<file path="src/rtl/core/dps_pkg.sv">
package dps_pkg;

   localparam logic REQ_SUBMIT = 1'b0;
   localparam logic REQ_TICK   = 1'b1;

   localparam logic [2:0] ST_ACCEPTED  = 3'd0;
   localparam logic [2:0] ST_FULL      = 3'd1;
   localparam logic [2:0] ST_BAD       = 3'd2;
   localparam logic [2:0] ST_TICK_IDLE = 3'd3;
   localparam logic [2:0] ST_RAN       = 3'd4;
   localparam logic [2:0] ST_FINISHED  = 3'd5;

   localparam logic [7:0]  STEP_RESET = 8'd2;
   localparam logic [15:0] CLOCK_MAX  = 16'hFFFF;

   typedef enum logic [3:0] {
      OP_NONE,
      OP_SUBMIT,
      OP_TICK_START,
      OP_POP_SHIFT,
      OP_POP_END,
      OP_ADM_INS,
      OP_ADM_KEEP,
      OP_ADM_END,
      OP_INS_SHIFT,
      OP_INS_PLACE,
      OP_IDLE_RES,
      OP_RUN_HEAD,
      OP_AGE_STEP,
      OP_AGE_END,
      OP_PUBLISH
   } dp_op_type;

   typedef struct packed {
      dp_op_type op;
   } dp_cmd_type;

   typedef struct packed {
      logic had_runner;
      logic idx_lt_rc;
      logic idx_lt_pc;
      logic adm_match;
      logic ins_shift;
      logic ready_empty;
   } dp_sts_type;

   function automatic logic signed [15:0] sat_add(input logic signed [15:0] p,
                                                  input logic [7:0] s);
      logic [16:0] sum;
      sum = {p[15], p} + {9'd0, s};
      if (sum[16] != sum[15]) begin
         return 16'sh7FFF;
      end
      return sum[15:0];
   endfunction

   function automatic logic signed [15:0] sat_sub(input logic signed [15:0] p,
                                                  input logic [7:0] s);
      logic [16:0] diff;
      diff = {p[15], p} - {9'd0, s};
      if (diff[16] != diff[15]) begin
         return 16'sh8000;
      end
      return diff[15:0];
   endfunction

endpackage

</file>
<file path="src/rtl/core/dps_datapath.sv">
module dps_datapath #(
   parameter int MAX_PROCS = 16
) (
   input  logic                 clock,
   input  logic                 reset,
   input  dps_pkg::dp_cmd_type  cmd,
   output dps_pkg::dp_sts_type  sts,
   input  logic                 csr_valid,
   input  logic [7:0]           csr_priority_step,
   input  logic [7:0]           req_process_id,
   input  logic [15:0]          req_arrival_time,
   input  logic [15:0]          req_service_time,
   input  logic signed [15:0]   req_initial_priority,
   output logic [2:0]           rsp_status,
   output logic [7:0]           rsp_run_id,
   output logic [15:0]          rsp_tick_time,
   output logic [16:0]          rsp_finish_time,
   output logic [16:0]          rsp_turnaround
);
   import dps_pkg::*;

   localparam int IW = (MAX_PROCS > 1) ? $clog2(MAX_PROCS) : 1;
   localparam int CW = $clog2(MAX_PROCS + 1);

   logic [MAX_PROCS-1:0]  valid_ff;
   logic [7:0]            id_mem      [MAX_PROCS];
   logic [15:0]           arr_mem     [MAX_PROCS];
   logic [15:0]           rem_mem     [MAX_PROCS];
   logic signed [15:0]    prio_mem    [MAX_PROCS];
   logic [IW-1:0]         po_mem      [MAX_PROCS];
   logic [IW-1:0]         ro_mem      [MAX_PROCS];

   logic [CW-1:0]  pc_ff, rc_ff, idx_ff, k_ff, ins_pos_ff;
   logic [IW-1:0]  ins_slot_ff, held_ff;
   logic           runner_held_ff, had_runner_ff, finish_ff;
   logic [15:0]    clock_ff;
   logic [7:0]     step_ff;

   logic [2:0]     res_status_ff;
   logic [7:0]     res_run_id_ff;
   logic [15:0]    res_tick_ff;
   logic [16:0]    res_fin_ff, res_turn_ff;
   logic [2:0]     out_status_ff;
   logic [7:0]     out_run_id_ff;
   logic [15:0]    out_tick_ff;
   logic [16:0]    out_fin_ff, out_turn_ff;

   logic [IW-1:0]  free_slot;
   logic           have_free;
   logic [IW-1:0]  idx_lo, idx_prev, ins_lo, ins_prev_pos;
   logic [IW-1:0]  po_s, ins_prev, head, age_slot;
   logic           sub_bad, sub_full;
   logic [16:0]    fin_val;

   always_comb begin
      free_slot = '0;
      have_free = 1'b0;
      for (int i = MAX_PROCS - 1; i >= 0; i--) begin
         if (!valid_ff[i]) begin
            free_slot = IW'(i);
            have_free = 1'b1;
         end
      end
   end

   assign idx_lo       = idx_ff[IW-1:0];
   assign idx_prev     = idx_lo - IW'(1);
   assign ins_lo       = ins_pos_ff[IW-1:0];
   assign ins_prev_pos = ins_lo - IW'(1);
   assign po_s         = po_mem[idx_lo];
   assign ins_prev     = ro_mem[ins_prev_pos];
   assign head         = ro_mem[0];
   assign age_slot     = ro_mem[idx_lo];
   assign fin_val      = {1'b0, clock_ff} + 17'd1;

   assign sub_bad  = (req_service_time == 16'd0) || (req_arrival_time < clock_ff);
   assign sub_full = !have_free || (pc_ff >= CW'(MAX_PROCS));

   assign sts.had_runner  = had_runner_ff;
   assign sts.idx_lt_rc   = idx_ff < rc_ff;
   assign sts.idx_lt_pc   = idx_ff < pc_ff;
   assign sts.adm_match   = arr_mem[po_s] == clock_ff;
   assign sts.ins_shift   = (ins_pos_ff != '0) && (prio_mem[ins_slot_ff] < prio_mem[ins_prev]);
   assign sts.ready_empty = rc_ff == '0;

   // Control state of the table and the tick sequence.
   always_ff @(posedge clock) begin
      if (reset) begin
         valid_ff       <= '0;
         pc_ff          <= '0;
         rc_ff          <= '0;
         idx_ff         <= '0;
         k_ff           <= '0;
         ins_pos_ff     <= '0;
         runner_held_ff <= 1'b0;
         had_runner_ff  <= 1'b0;
         finish_ff      <= 1'b0;
         clock_ff       <= '0;
         step_ff        <= STEP_RESET;
      end else begin
         if (csr_valid) begin
            step_ff <= csr_priority_step;
         end
         case (cmd.op)
            OP_SUBMIT: begin
               if (!sub_bad && !sub_full) begin
                  valid_ff[free_slot] <= 1'b1;
                  pc_ff               <= pc_ff + CW'(1);
               end
            end
            OP_TICK_START: begin
               had_runner_ff  <= runner_held_ff && (rc_ff != '0);
               runner_held_ff <= 1'b0;
               idx_ff         <= CW'(1);
            end
            OP_POP_SHIFT: idx_ff <= idx_ff + CW'(1);
            OP_POP_END: begin
               if (had_runner_ff) begin
                  rc_ff <= rc_ff - CW'(1);
               end
               idx_ff <= '0;
               k_ff   <= '0;
            end
            OP_ADM_INS: begin
               ins_pos_ff <= rc_ff;
               idx_ff     <= idx_ff + CW'(1);
            end
            OP_ADM_KEEP: begin
               k_ff   <= k_ff + CW'(1);
               idx_ff <= idx_ff + CW'(1);
            end
            OP_ADM_END: begin
               pc_ff      <= k_ff;
               ins_pos_ff <= rc_ff;
            end
            OP_INS_SHIFT: ins_pos_ff <= ins_pos_ff - CW'(1);
            OP_INS_PLACE: rc_ff <= rc_ff + CW'(1);
            OP_IDLE_RES: begin
               if (clock_ff != CLOCK_MAX) begin
                  clock_ff <= clock_ff + 16'd1;
               end
            end
            OP_RUN_HEAD: begin
               idx_ff <= CW'(1);
               if (rem_mem[head] == 16'd1) begin
                  finish_ff      <= 1'b1;
                  valid_ff[head] <= 1'b0;
               end else begin
                  finish_ff      <= 1'b0;
                  runner_held_ff <= 1'b1;
               end
            end
            OP_AGE_STEP: idx_ff <= idx_ff + CW'(1);
            OP_AGE_END: begin
               if (finish_ff) begin
                  rc_ff <= rc_ff - CW'(1);
               end
               if (clock_ff != CLOCK_MAX) begin
                  clock_ff <= clock_ff + 16'd1;
               end
            end
            default: ;
         endcase
      end
   end

   // Table contents, list order and result registers.
   always_ff @(posedge clock) begin
      case (cmd.op)
         OP_SUBMIT: begin
            if (!sub_bad && !sub_full) begin
               id_mem[free_slot]        <= req_process_id;
               arr_mem[free_slot]       <= req_arrival_time;
               rem_mem[free_slot]       <= req_service_time;
               prio_mem[free_slot]      <= req_initial_priority;
               po_mem[pc_ff[IW-1:0]]    <= free_slot;
            end
            res_status_ff <= sub_bad ? ST_BAD : (sub_full ? ST_FULL : ST_ACCEPTED);
            res_run_id_ff <= '0;
            res_tick_ff   <= clock_ff;
            res_fin_ff    <= '0;
            res_turn_ff   <= '0;
         end
         OP_TICK_START: begin
            held_ff       <= head;
            res_run_id_ff <= '0;
            res_tick_ff   <= clock_ff;
            res_fin_ff    <= '0;
            res_turn_ff   <= '0;
         end
         OP_POP_SHIFT: ro_mem[idx_prev] <= age_slot;
         OP_ADM_INS:   ins_slot_ff <= po_s;
         OP_ADM_KEEP:  po_mem[k_ff[IW-1:0]] <= po_s;
         OP_ADM_END:   ins_slot_ff <= held_ff;
         OP_INS_SHIFT: ro_mem[ins_lo] <= ins_prev;
         OP_INS_PLACE: ro_mem[ins_lo] <= ins_slot_ff;
         OP_IDLE_RES:  res_status_ff <= ST_TICK_IDLE;
         OP_RUN_HEAD: begin
            res_run_id_ff  <= id_mem[head];
            rem_mem[head]  <= rem_mem[head] - 16'd1;
            prio_mem[head] <= sat_add(prio_mem[head], step_ff);
            if (rem_mem[head] == 16'd1) begin
               res_status_ff <= ST_FINISHED;
               res_fin_ff    <= fin_val;
               res_turn_ff   <= fin_val - {1'b0, arr_mem[head]};
            end else begin
               res_status_ff <= ST_RAN;
            end
         end
         OP_AGE_STEP: begin
            prio_mem[age_slot] <= sat_sub(prio_mem[age_slot], step_ff);
            if (finish_ff) begin
               ro_mem[idx_prev] <= age_slot;
            end
         end
         OP_PUBLISH: begin
            out_status_ff <= res_status_ff;
            out_run_id_ff <= res_run_id_ff;
            out_tick_ff   <= res_tick_ff;
            out_fin_ff    <= res_fin_ff;
            out_turn_ff   <= res_turn_ff;
         end
         default: ;
      endcase
   end

   assign rsp_status      = out_status_ff;
   assign rsp_run_id      = out_run_id_ff;
   assign rsp_tick_time   = out_tick_ff;
   assign rsp_finish_time = out_fin_ff;
   assign rsp_turnaround  = out_turn_ff;

   // Every live slot sits in exactly one of the two lists between items.
   assert property (@(posedge clock) disable iff (reset)
      (cmd.op == OP_TICK_START) |-> ($countones(valid_ff) == int'(rc_ff) + int'(pc_ff)))
      else $error("slot table and list counts disagree");

   assert property (@(posedge clock) disable iff (reset)
      (cmd.op == OP_RUN_HEAD) |-> (rc_ff != '0))
      else $error("head run with an empty ready list");

   assert property (@(posedge clock) disable iff (reset)
      (cmd.op == OP_INS_PLACE) |-> (rc_ff < CW'(MAX_PROCS)))
      else $error("ready list overflow");

endmodule

</file>
<file path="src/rtl/core/dps_controller.sv">
module dps_controller (
   input  logic                 clock,
   input  logic                 reset,
   input  logic                 req_valid,
   output logic                 req_ready,
   input  logic                 req_type,
   output logic                 rsp_valid,
   input  logic                 rsp_ready,
   output dps_pkg::dp_cmd_type  cmd,
   input  dps_pkg::dp_sts_type  sts
);
   import dps_pkg::*;

   typedef enum logic [2:0] {
      S_IDLE, S_POP, S_ADM, S_INS, S_INSH, S_RUN, S_AGE, S_WAIT
   } state_type;

   state_type state_ff, state_in;
   logic      rsp_valid_ff, rsp_valid_in;

   always_comb begin
      state_in     = state_ff;
      cmd.op       = OP_NONE;
      rsp_valid_in = rsp_valid_ff && !rsp_ready;
      case (state_ff)
         S_IDLE: begin
            if (req_valid) begin
               if (req_type == REQ_TICK) begin
                  cmd.op   = OP_TICK_START;
                  state_in = S_POP;
               end else begin
                  cmd.op   = OP_SUBMIT;
                  state_in = S_WAIT;
               end
            end
         end
         S_POP: begin
            if (sts.had_runner && sts.idx_lt_rc) begin
               cmd.op = OP_POP_SHIFT;
            end else begin
               cmd.op   = OP_POP_END;
               state_in = S_ADM;
            end
         end
         S_ADM: begin
            if (sts.idx_lt_pc) begin
               if (sts.adm_match) begin
                  cmd.op   = OP_ADM_INS;
                  state_in = S_INS;
               end else begin
                  cmd.op = OP_ADM_KEEP;
               end
            end else begin
               cmd.op   = OP_ADM_END;
               state_in = sts.had_runner ? S_INSH : S_RUN;
            end
         end
         S_INS, S_INSH: begin
            if (sts.ins_shift) begin
               cmd.op = OP_INS_SHIFT;
            end else begin
               cmd.op   = OP_INS_PLACE;
               state_in = (state_ff == S_INS) ? S_ADM : S_RUN;
            end
         end
         S_RUN: begin
            if (sts.ready_empty) begin
               cmd.op   = OP_IDLE_RES;
               state_in = S_WAIT;
            end else begin
               cmd.op   = OP_RUN_HEAD;
               state_in = S_AGE;
            end
         end
         S_AGE: begin
            if (sts.idx_lt_rc) begin
               cmd.op = OP_AGE_STEP;
            end else begin
               cmd.op   = OP_AGE_END;
               state_in = S_WAIT;
            end
         end
         S_WAIT: begin
            if (!rsp_valid_ff || rsp_ready) begin
               cmd.op       = OP_PUBLISH;
               rsp_valid_in = 1'b1;
               state_in     = S_IDLE;
            end
         end
         default: state_in = S_IDLE;
      endcase
   end

   always_ff @(posedge clock) begin
      if (reset) begin
         state_ff     <= S_IDLE;
         rsp_valid_ff <= 1'b0;
      end else begin
         state_ff     <= state_in;
         rsp_valid_ff <= rsp_valid_in;
      end
   end

   assign req_ready = state_ff == S_IDLE;
   assign rsp_valid = rsp_valid_ff;

   // A tick transfer always enters the tick sequence before its result is published.
   assert property (@(posedge clock) disable iff (reset)
      (req_valid && req_ready && req_type == REQ_TICK) |=> (state_ff == S_POP))
      else $error("tick transfer did not start the tick sequence");

   assert property (@(posedge clock) disable iff (reset)
      (cmd.op == OP_PUBLISH) |=> rsp_valid_ff)
      else $error("published result not presented");

   assert property (@(posedge clock) disable iff (reset)
      (state_ff == S_WAIT && rsp_valid_ff && !rsp_ready) |=> (state_ff == S_WAIT))
      else $error("result overwritten while the previous one waits");

endmodule

</file>
<file path="src/rtl/core/dynamic_priority_scheduler.sv">
// Dynamic-priority process scheduler with aging. A submit transfer places a process in
// a table of MAX_PROCS slots; its result is published once the previous one is taken.
// A tick transfer walks a single sequencer through the lists one entry per cycle: it
// pops the previous runner off the ready list, moves arrivals from the pending list into
// the ready list, puts arrivals and the previous runner into priority order by shifting,
// runs the head of the ready list and ages the other ready entries.
// The priority_step register is written through the csr_ channel, which is always ready,
// and should be written only while no request is in flight. A finished result waits in
// an output register; the next request is taken while it waits.
module dynamic_priority_scheduler #(
   parameter int MAX_PROCS = 16
) (
   input  logic               clock,
   input  logic               reset,
   input  logic               csr_valid,
   output logic               csr_ready,
   input  logic [7:0]         csr_priority_step,
   input  logic               req_valid,
   output logic               req_ready,
   input  logic               req_type,
   input  logic [7:0]         req_process_id,
   input  logic [15:0]        req_arrival_time,
   input  logic [15:0]        req_service_time,
   input  logic signed [15:0] req_initial_priority,
   output logic               rsp_valid,
   input  logic               rsp_ready,
   output logic [2:0]         rsp_status,
   output logic [7:0]         rsp_run_id,
   output logic [15:0]        rsp_tick_time,
   output logic [16:0]        rsp_finish_time,
   output logic [16:0]        rsp_turnaround
);
   import dps_pkg::*;

   dp_cmd_type cmd;
   dp_sts_type sts;

   assign csr_ready = 1'b1;

   dps_controller u_ctrl (
      .clock     (clock),
      .reset     (reset),
      .req_valid (req_valid),
      .req_ready (req_ready),
      .req_type  (req_type),
      .rsp_valid (rsp_valid),
      .rsp_ready (rsp_ready),
      .cmd       (cmd),
      .sts       (sts)
   );

   dps_datapath #(.MAX_PROCS(MAX_PROCS)) u_dp (
      .clock                (clock),
      .reset                (reset),
      .cmd                  (cmd),
      .sts                  (sts),
      .csr_valid            (csr_valid),
      .csr_priority_step    (csr_priority_step),
      .req_process_id       (req_process_id),
      .req_arrival_time     (req_arrival_time),
      .req_service_time     (req_service_time),
      .req_initial_priority (req_initial_priority),
      .rsp_status           (rsp_status),
      .rsp_run_id           (rsp_run_id),
      .rsp_tick_time        (rsp_tick_time),
      .rsp_finish_time      (rsp_finish_time),
      .rsp_turnaround       (rsp_turnaround)
   );

endmodule

</file>
<file path="config.mk">
export PLATFORM = sky130hd
export DESIGN_NAME = dynamic_priority_scheduler
export DESIGN_NICKNAME = d
export VERILOG_FILES = /design/src/rtl/core/dps_pkg.sv /design/src/rtl/core/dps_datapath.sv /design/src/rtl/core/dps_controller.sv /design/src/rtl/core/dynamic_priority_scheduler.sv
export SDC_FILE = /design/constraint.sdc
export NUM_CORES = 2
export LEC_CHECK = 0
export BUFFER_PORTS_ARGS = -buffer_cell sky130_fd_sc_hd__buf_2
export CORE_MARGIN = 1.5
export CORE_UTILIZATION = 57
export DETAILED_ROUTE_END_ITERATION = 8
export HOLD_SLACK_MARGIN = 0.06
export PLACE_DENSITY = 0.79
export RECOVER_POWER = 100
export SKIP_LAST_GASP = 1
export SYNTH_ARGS = -nofsm -noshare
export SYNTH_HDL_FRONTEND = slang
export SYNTH_HIERARCHICAL = 1
export SYNTH_SLANG_ARGS = --single-unit
</file>
<file path="constraint.sdc">
create_clock -name clock -period 10.21 [get_ports clock]
set_clock_uncertainty 0.2 [all_clocks]
set_input_delay 1.021 -clock clock [delete_from_list [all_inputs] [get_ports clock]]
set_output_delay 1.021 -clock clock [all_outputs]
set_load 0.005 [all_outputs]
</file>
; ---- After elaboration in Yosys (flattened, before gate mapping)
; Memory sizes are Yosys's and may differ from the RTL's. A register that Yosys moved wholly into a read port is not among the register bits.
; Index checks and enable logic that the tools add are counted.
[word_totals]
ff_bits = 202
memories = 6
ram_bits = 1024
output_inout_bits = 64
[classes]
add_sub_neg = 14
order_cmp = 9
n_eq_ne = 37
n_reduce_logical = 48
bitwise = 5
mux = 134
[memory_table]
columns = memory, words, width, read_ports, rd_clocked_by_memory_dff, wr, line
row1 = u_dp.arr_mem, 16, 16, 2, 0, 1, dps_datapath.sv:27  ; logic [15:0] arr_mem [MAX_PROCS];
row2 = u_dp.prio_mem, 16, 16, 4, 1, 1, dps_datapath.sv:29  ; logic signed [15:0] prio_mem [MAX_PROCS];
row3 = u_dp.rem_mem, 16, 16, 1, 0, 1, dps_datapath.sv:28  ; logic [15:0] rem_mem [MAX_PROCS];
row4 = u_dp.id_mem, 16, 8, 1, 0, 1, dps_datapath.sv:26  ; logic [7:0] id_mem [MAX_PROCS];
row5 = u_dp.po_mem, 16, 4, 1, 1, 1, dps_datapath.sv:30  ; logic [IW-1:0] po_mem [MAX_PROCS];
row6 = u_dp.ro_mem, 16, 4, 3, 1, 1, dps_datapath.sv:31  ; logic [IW-1:0] ro_mem [MAX_PROCS];
[ops]
columns = operator, count
row1 = $mux W16, 11
row2 = $mux W4, 32
row3 = $pmux W17 S2, 2
row4 = $mux W1, 56
row5 = $reduce_or A16 Y1, 3
row6 = $mux W17, 2
row7 = $mux W3, 11
row8 = $lt A16 B16 Y1, 2
row9 = $pmux W16 S2, 1
row10 = $pmux W5 S2, 3
row11 = $pmux W5 S3, 2
row12 = $eq A4 B4 Y1 const B, 7
row13 = $pmux W4 S7, 1
row14 = $pmux W3 S7, 1
row15 = $add A5 B1 Y5 const B, 4
row16 = $add A16 B1 Y17 const B, 1
row17 = $add A16 B9 Y17, 1
row18 = $sub A16 B9 Y17, 1
row19 = $sub A17 B16 Y17, 1
row20 = $add A16 B1 Y16 const B, 1
row21 = $and A16 B16 Y16, 1
row22 = $eq A16 B1 Y1 const B, 1
row23 = $eq A16 B16 Y1, 1
row24 = $eq A4 B3 Y1 const B, 4
row25 = other kinds (41), 97

; ---- Longest topological paths before layout
[depth]
ltp_word = 25
ltp_mapped = 40
depth_no_buf = 33

; ---- By module
; The synthesis kept the hierarchy.
[by_module_without_submodules]
columns = mod, area_per_inst_um2, cells_per_inst, n_inst
row1 = dps_datapath, 60601.9, 4037, 1
row2 = dps_controller, 471.7, 67, 1
row3 = dynamic_priority_scheduler, 11.3, 2, 1

; ---- Least setup slack after synthesis
; OpenSTA, ideal clock, no wires.
[synth_timing]
path_kind = register to register
start = register u_dp.ins_pos_ff[0]
end = register u_dp.out_fin_ff[0], in the netlist u_dp/rsp_finish_time[0], enable pin
setup_slack_ps = 689
arrival_time_ps = 8841
stages_incl_launch_ff = 32
n_path_buf = 8
path_cell_list = dfxtp_1 > clkbuf_1 > buf_2 > clkbuf_1 > inv_1 > ha_1 > clkbuf_1 > clkbuf_1 > mux4_2 > mux4_2 > buf_1 > clkbuf_1 > a211oi_1 > a21oi_1 > a21o_1 > ha_1 > a21o_1 > a21o_1 > a21oi_1 > nor2b_1 > o21ai_0 > nand2b_1 > a21oi_1 > o21ai_0 > nand2_1 > mux2i_1 > a21oi_1 > o22ai_1 > o22a_1 > clkbuf_1 > nand2b_1 > nor2_1
[synth_lines]
columns = element, line
row1 = from (decl), dps_datapath.sv:33  ; logic [CW-1:0] pc_ff, rc_ff, idx_ff, k_ff, ins_pos_ff;
row2 = from (signal assigned), dps_datapath.sv:125  ; ins_pos_ff <= rc_ff;
row3 = from (signal assigned), dps_datapath.sv:134  ; ins_pos_ff <= rc_ff;
row4 = from (signal assigned), dps_datapath.sv:136  ; OP_INS_SHIFT: ins_pos_ff <= ins_pos_ff - CW'(1);
row5 = to (signal assigned), dps_datapath.sv:220  ; out_fin_ff <= res_fin_ff;
row6 = to (decl), dps_datapath.sv:46  ; logic [16:0] out_fin_ff, out_turn_ff;

==> flow_summary.yaml <==
routing:
  ant_nets: 0
  first_pass_iters: 8
  wl_per_cell_um: 30.0
  vias_per_cell: 7.02
  vias: 40300
  drc: 0
  wl_um: 172000
  initialDrtViolationCount: 5820
timing:
  holdWs_ns: 0.213
  min_period_ns: 9.74
  hold_viol_final: 0
  fin_setup_tns_ns: 0
  grt_setup_unrepaired: "false"
  finalMaxSlewViolations: 170
  worst_slew_pin_slew_ns: 3.85
  relSlewSlack_pct: -157
  setup_viol: 0
  fmaxAchievable_mhz: 103
  period_share_pct: 95.4
worst_setup_path:
  crit_type: "flop to flop"
  end_kind: "flop"
  crit_path_start_kind: "flop"
  cpMaxStageDelayCell: "mux4_4"
  cp_num_buf_inv: 6
  cp_data_required_time_ns: 10.35
  crit_family: "buffers and inverters"
  critical-path-max-stage-delay_ns: 0.86
  crit_arrival_ns: 9.88
  crit_fanout: 46
final_layout:
  multiInputGateArea_um2: 23400
  nFillCells: 7400
  nNetsFinal: 4403
  drive_gt1_share_pct: 20.7
  stdcell_count: 5743
  area_growth_pct: 10.7
  layout_commonest_cell: "edfxtp_1"
  layout_common_cells: "1154 x edfxtp_1, 420 x mux4_2, 337 x nand2_1"
  regArea_um2: 36300
pwr:
  totalPowerFinal_uw: 20400
  peakVddDrop_mv: 0.371
  power.leakage_uw: 0.0224
  power.density_nw_per_um2: 302
logic_synthesis:
  synth_compound_area_share_pct: 7.91
  synth-seq-area-share_pct: 59.4
  postSynthCellCount: 4106
  yosys.area_share.xor_xnor_pct: 1.19
  synth_fp_nets: 4264
  synth_top_family_by_area: "multiplexers"
  postSynthAreaPerCell_um2: 14.9
  yosys_register_bits: 1234
  synth-simple-area-share_pct: 6.64
  synth_flop_cell: "edfxtp_1"
  ys_async_sr_fraction_pct: 0
  syn-cell-area_um2: 61100
  synthDistinctLibCells: 83
  yosys_warnings: 6
  synthAdderAreaFrac_pct: 1.85
  synthMuxAreaShare_pct: 20.4
  synthTopCellsByArea: "edfxtp_1 57%, mux4_2 16%, mux2i_1 3.6%"
  synth-edff-count: 1154
  yosysTopAreaCell: "edfxtp_1"
  synth_top_area_share_pct: 56.7
clock_network:
  path_clk_slew_ns: 0.07
  cts_buffers: 121
  h-tree-depth: 3
  cts-resized-gates: 0
  cts_hold_buffers: 0
  cts_sinks: 1234
  cts_tree: "built"
  clkLatencyLatePin_ns: 0.74
  cts_buffer_depth: 3
  cts_root_buf: "clkbuf_16"
  cts_setup_buffers: 0
die:
  std_cell_rows: 119
  die-area_um2: 109000
  die_w_um: 330
  initial_core_util_pct: 57.8
  coreArea_um2: 106000
  ios: 134
  die_h_um: 330
global_route:
  grt_max_degree: 125
  grt.total_usage_pct: 31.5
  grt.overflow.total: 0
  grt_pass1_wl_um: 254000
  grt_pass1_vias: 39500
  antenna_found_initial: 9
job:
  drv_cap: 6
place:
  portBuffers: 132
  place_inst: 5513
  place_congestion: 0.936
  post-dp-hpwl_um: 110000
outcome:
  status: "finished, violations left"
  violations: "capacitance limit, slew limit"
min_path:
  hp-class: "flop to flop"
==> area by class of cell <==
type | instances | share of cell area [%]
flip-flops and latches | 1234 | 53.6
multi-input cells | 2473 | 34.6
clock buffers | 139 | 4.64
well taps | 1391 | 2.57
repair buffers | 298 | 2.38
clock inverters | 89 | 1.52
inverters | 117 | 0.650
diodes | 2 | 0.00740
==> Yosys cell counts (11+ instances only) <==
| cell | number |
|---|---|
| or3_1 | 12 |
| inv_1 | 111 |
| buf_4 | 11 |
| and2_1 | 31 |
| dfxtp_1 | 80 |
| a211oi_1 | 74 |
| o211ai_1 | 65 |
| a31oi_1 | 34 |
| a211o_1 | 21 |
| mux2i_1 | 218 |
| xnor2_1 | 69 |
| nor3_1 | 66 |
| a32oi_1 | 17 |
| nor2_1 | 217 |
| a221oi_1 | 14 |
| nand2_1 | 337 |
| nand4_1 | 18 |
| o21ai_0 | 99 |
| buf_1 | 52 |
| a21o_1 | 25 |
| a21boi_0 | 12 |
| xor2_1 | 14 |
| nor4_1 | 13 |
| ha_1 | 84 |
| a311oi_1 | 21 |
| nand3b_1 | 17 |
| nor2b_1 | 38 |
| mux2_2 | 58 |
| a22oi_1 | 30 |
| edfxtp_1 | 1154 |
| and3_1 | 20 |
| o31ai_1 | 13 |
| o21ai_1 | 28 |
| a2111oi_0 | 11 |
| o22ai_1 | 16 |
| mux4_2 | 422 |
| nand3_1 | 54 |
| clkbuf_1 | 168 |
| nand2b_1 | 20 |
| a21oi_1 | 151 |
| o21a_1 | 13 |
| buf_2 | 48 |
==> registers in the layout, summed over array words and instances (netlist names), 8 cells and up, named ones only <==
| register | count |
|---|---|
| u_dp/step_ff | 8 |
| u_dp/prio_mem | 256 |
| u_dp/rsp_finish_time | 17 |
| u_dp/clock_ff | 16 |
| u_dp/ro_mem | 64 |
| u_dp/valid_ff | 16 |
| u_dp/arr_mem | 256 |
| u_dp/rsp_turnaround | 17 |
| u_dp/po_mem | 64 |
| u_dp/id_mem | 128 |
| u_dp/res_tick_ff | 16 |
| u_dp/rem_mem | 256 |
| u_dp/rsp_run_id | 8 |
| u_dp/res_fin_ff | 17 |
| u_dp/rsp_tick_time | 16 |
| u_dp/res_run_id_ff | 8 |
| u_dp/res_turn_ff | 17 |
==> power breakdown <==
| group | total [uW] | switching (uW) | internal, uW |
|---|---|---|---|
| registers | 6660 | 355 | 6310 |
| logic | 9110 | 5690 | 3420 |
| clock network | 4630 | 1980 | 2650 |
==> per-layer routing <==
layer,routed length (um),share of wire (%),track usage [%],vias to the layer above
met5,58,0.034,0,-
met4,8600,5.0,14.5,8
met3,19800,12,6.46,489
met2,80400,47,49.2,2913
met1,63100,37,43.0,20200
li1,-,-,-,16700
==> per-stage QoR <==
| step | util, % | setup WS (ns) | cell area (um^2) |
|---|---|---|---|
| 3_5_place_dp | 60.6 | 1.13 | 64000 |
| 6_report | 63.9 | 0.474 | 67600 |
| 5_1_grt | 63.9 | 0.190 | 67600 |
| 3_3_place_gp | 60.6 | 1.30 | 64000 |
| 4_1_cts | 64.5 | 1.01 | 68200 |
| 2_1_floorplan | - | 0.689 | 61100 |
==> worst reg2reg max path: cells and delay by family (launching register included) <==
| family | cells | cell delay, ns |
|---|---|---|
| buffers and inverters | 6 | 2.35 |
| AOI/OAI and AO/OA | 11 | 2.14 |
| and+or+nand+nor | 7 | 1.79 |
| muxes | 3 | 1.51 |
| adders and majority gates | 2 | 0.96 |
| DFF | 1 | 0.42 |
==> path summary, 6_finish.rpt <==
| check | start | to | cells past startpoint | slack, ns |
|---|---|---|---|---|
| max | u_dp/ins_pos_ff[1] | u_dp/prio_mem[7][15] | 29 | 0.47 |
| min | u_dp/res_fin_ff[7] | u_dp/rsp_finish_time[7] | 0 | 0.21 |
| max reg2reg | u_dp/ins_pos_ff[1] | u_dp/prio_mem[7][15] | 29 | 0.47 |
| min reg2reg | u_dp/res_fin_ff[7] | u_dp/rsp_finish_time[7] | 0 | 0.21 |
==> logic make-up after synthesis <==
group | Yosys count
AO/OA/AOI/OAI | 713
XOR/XNOR | 83
adder cells (fa/ha/maj) | 88
buffers and inverters | 399
flip-flops | 1234
multiplexers | 708
other | 1
AND/OR/NAND/NOR | 880
Power figures use the tool's default switching activity.
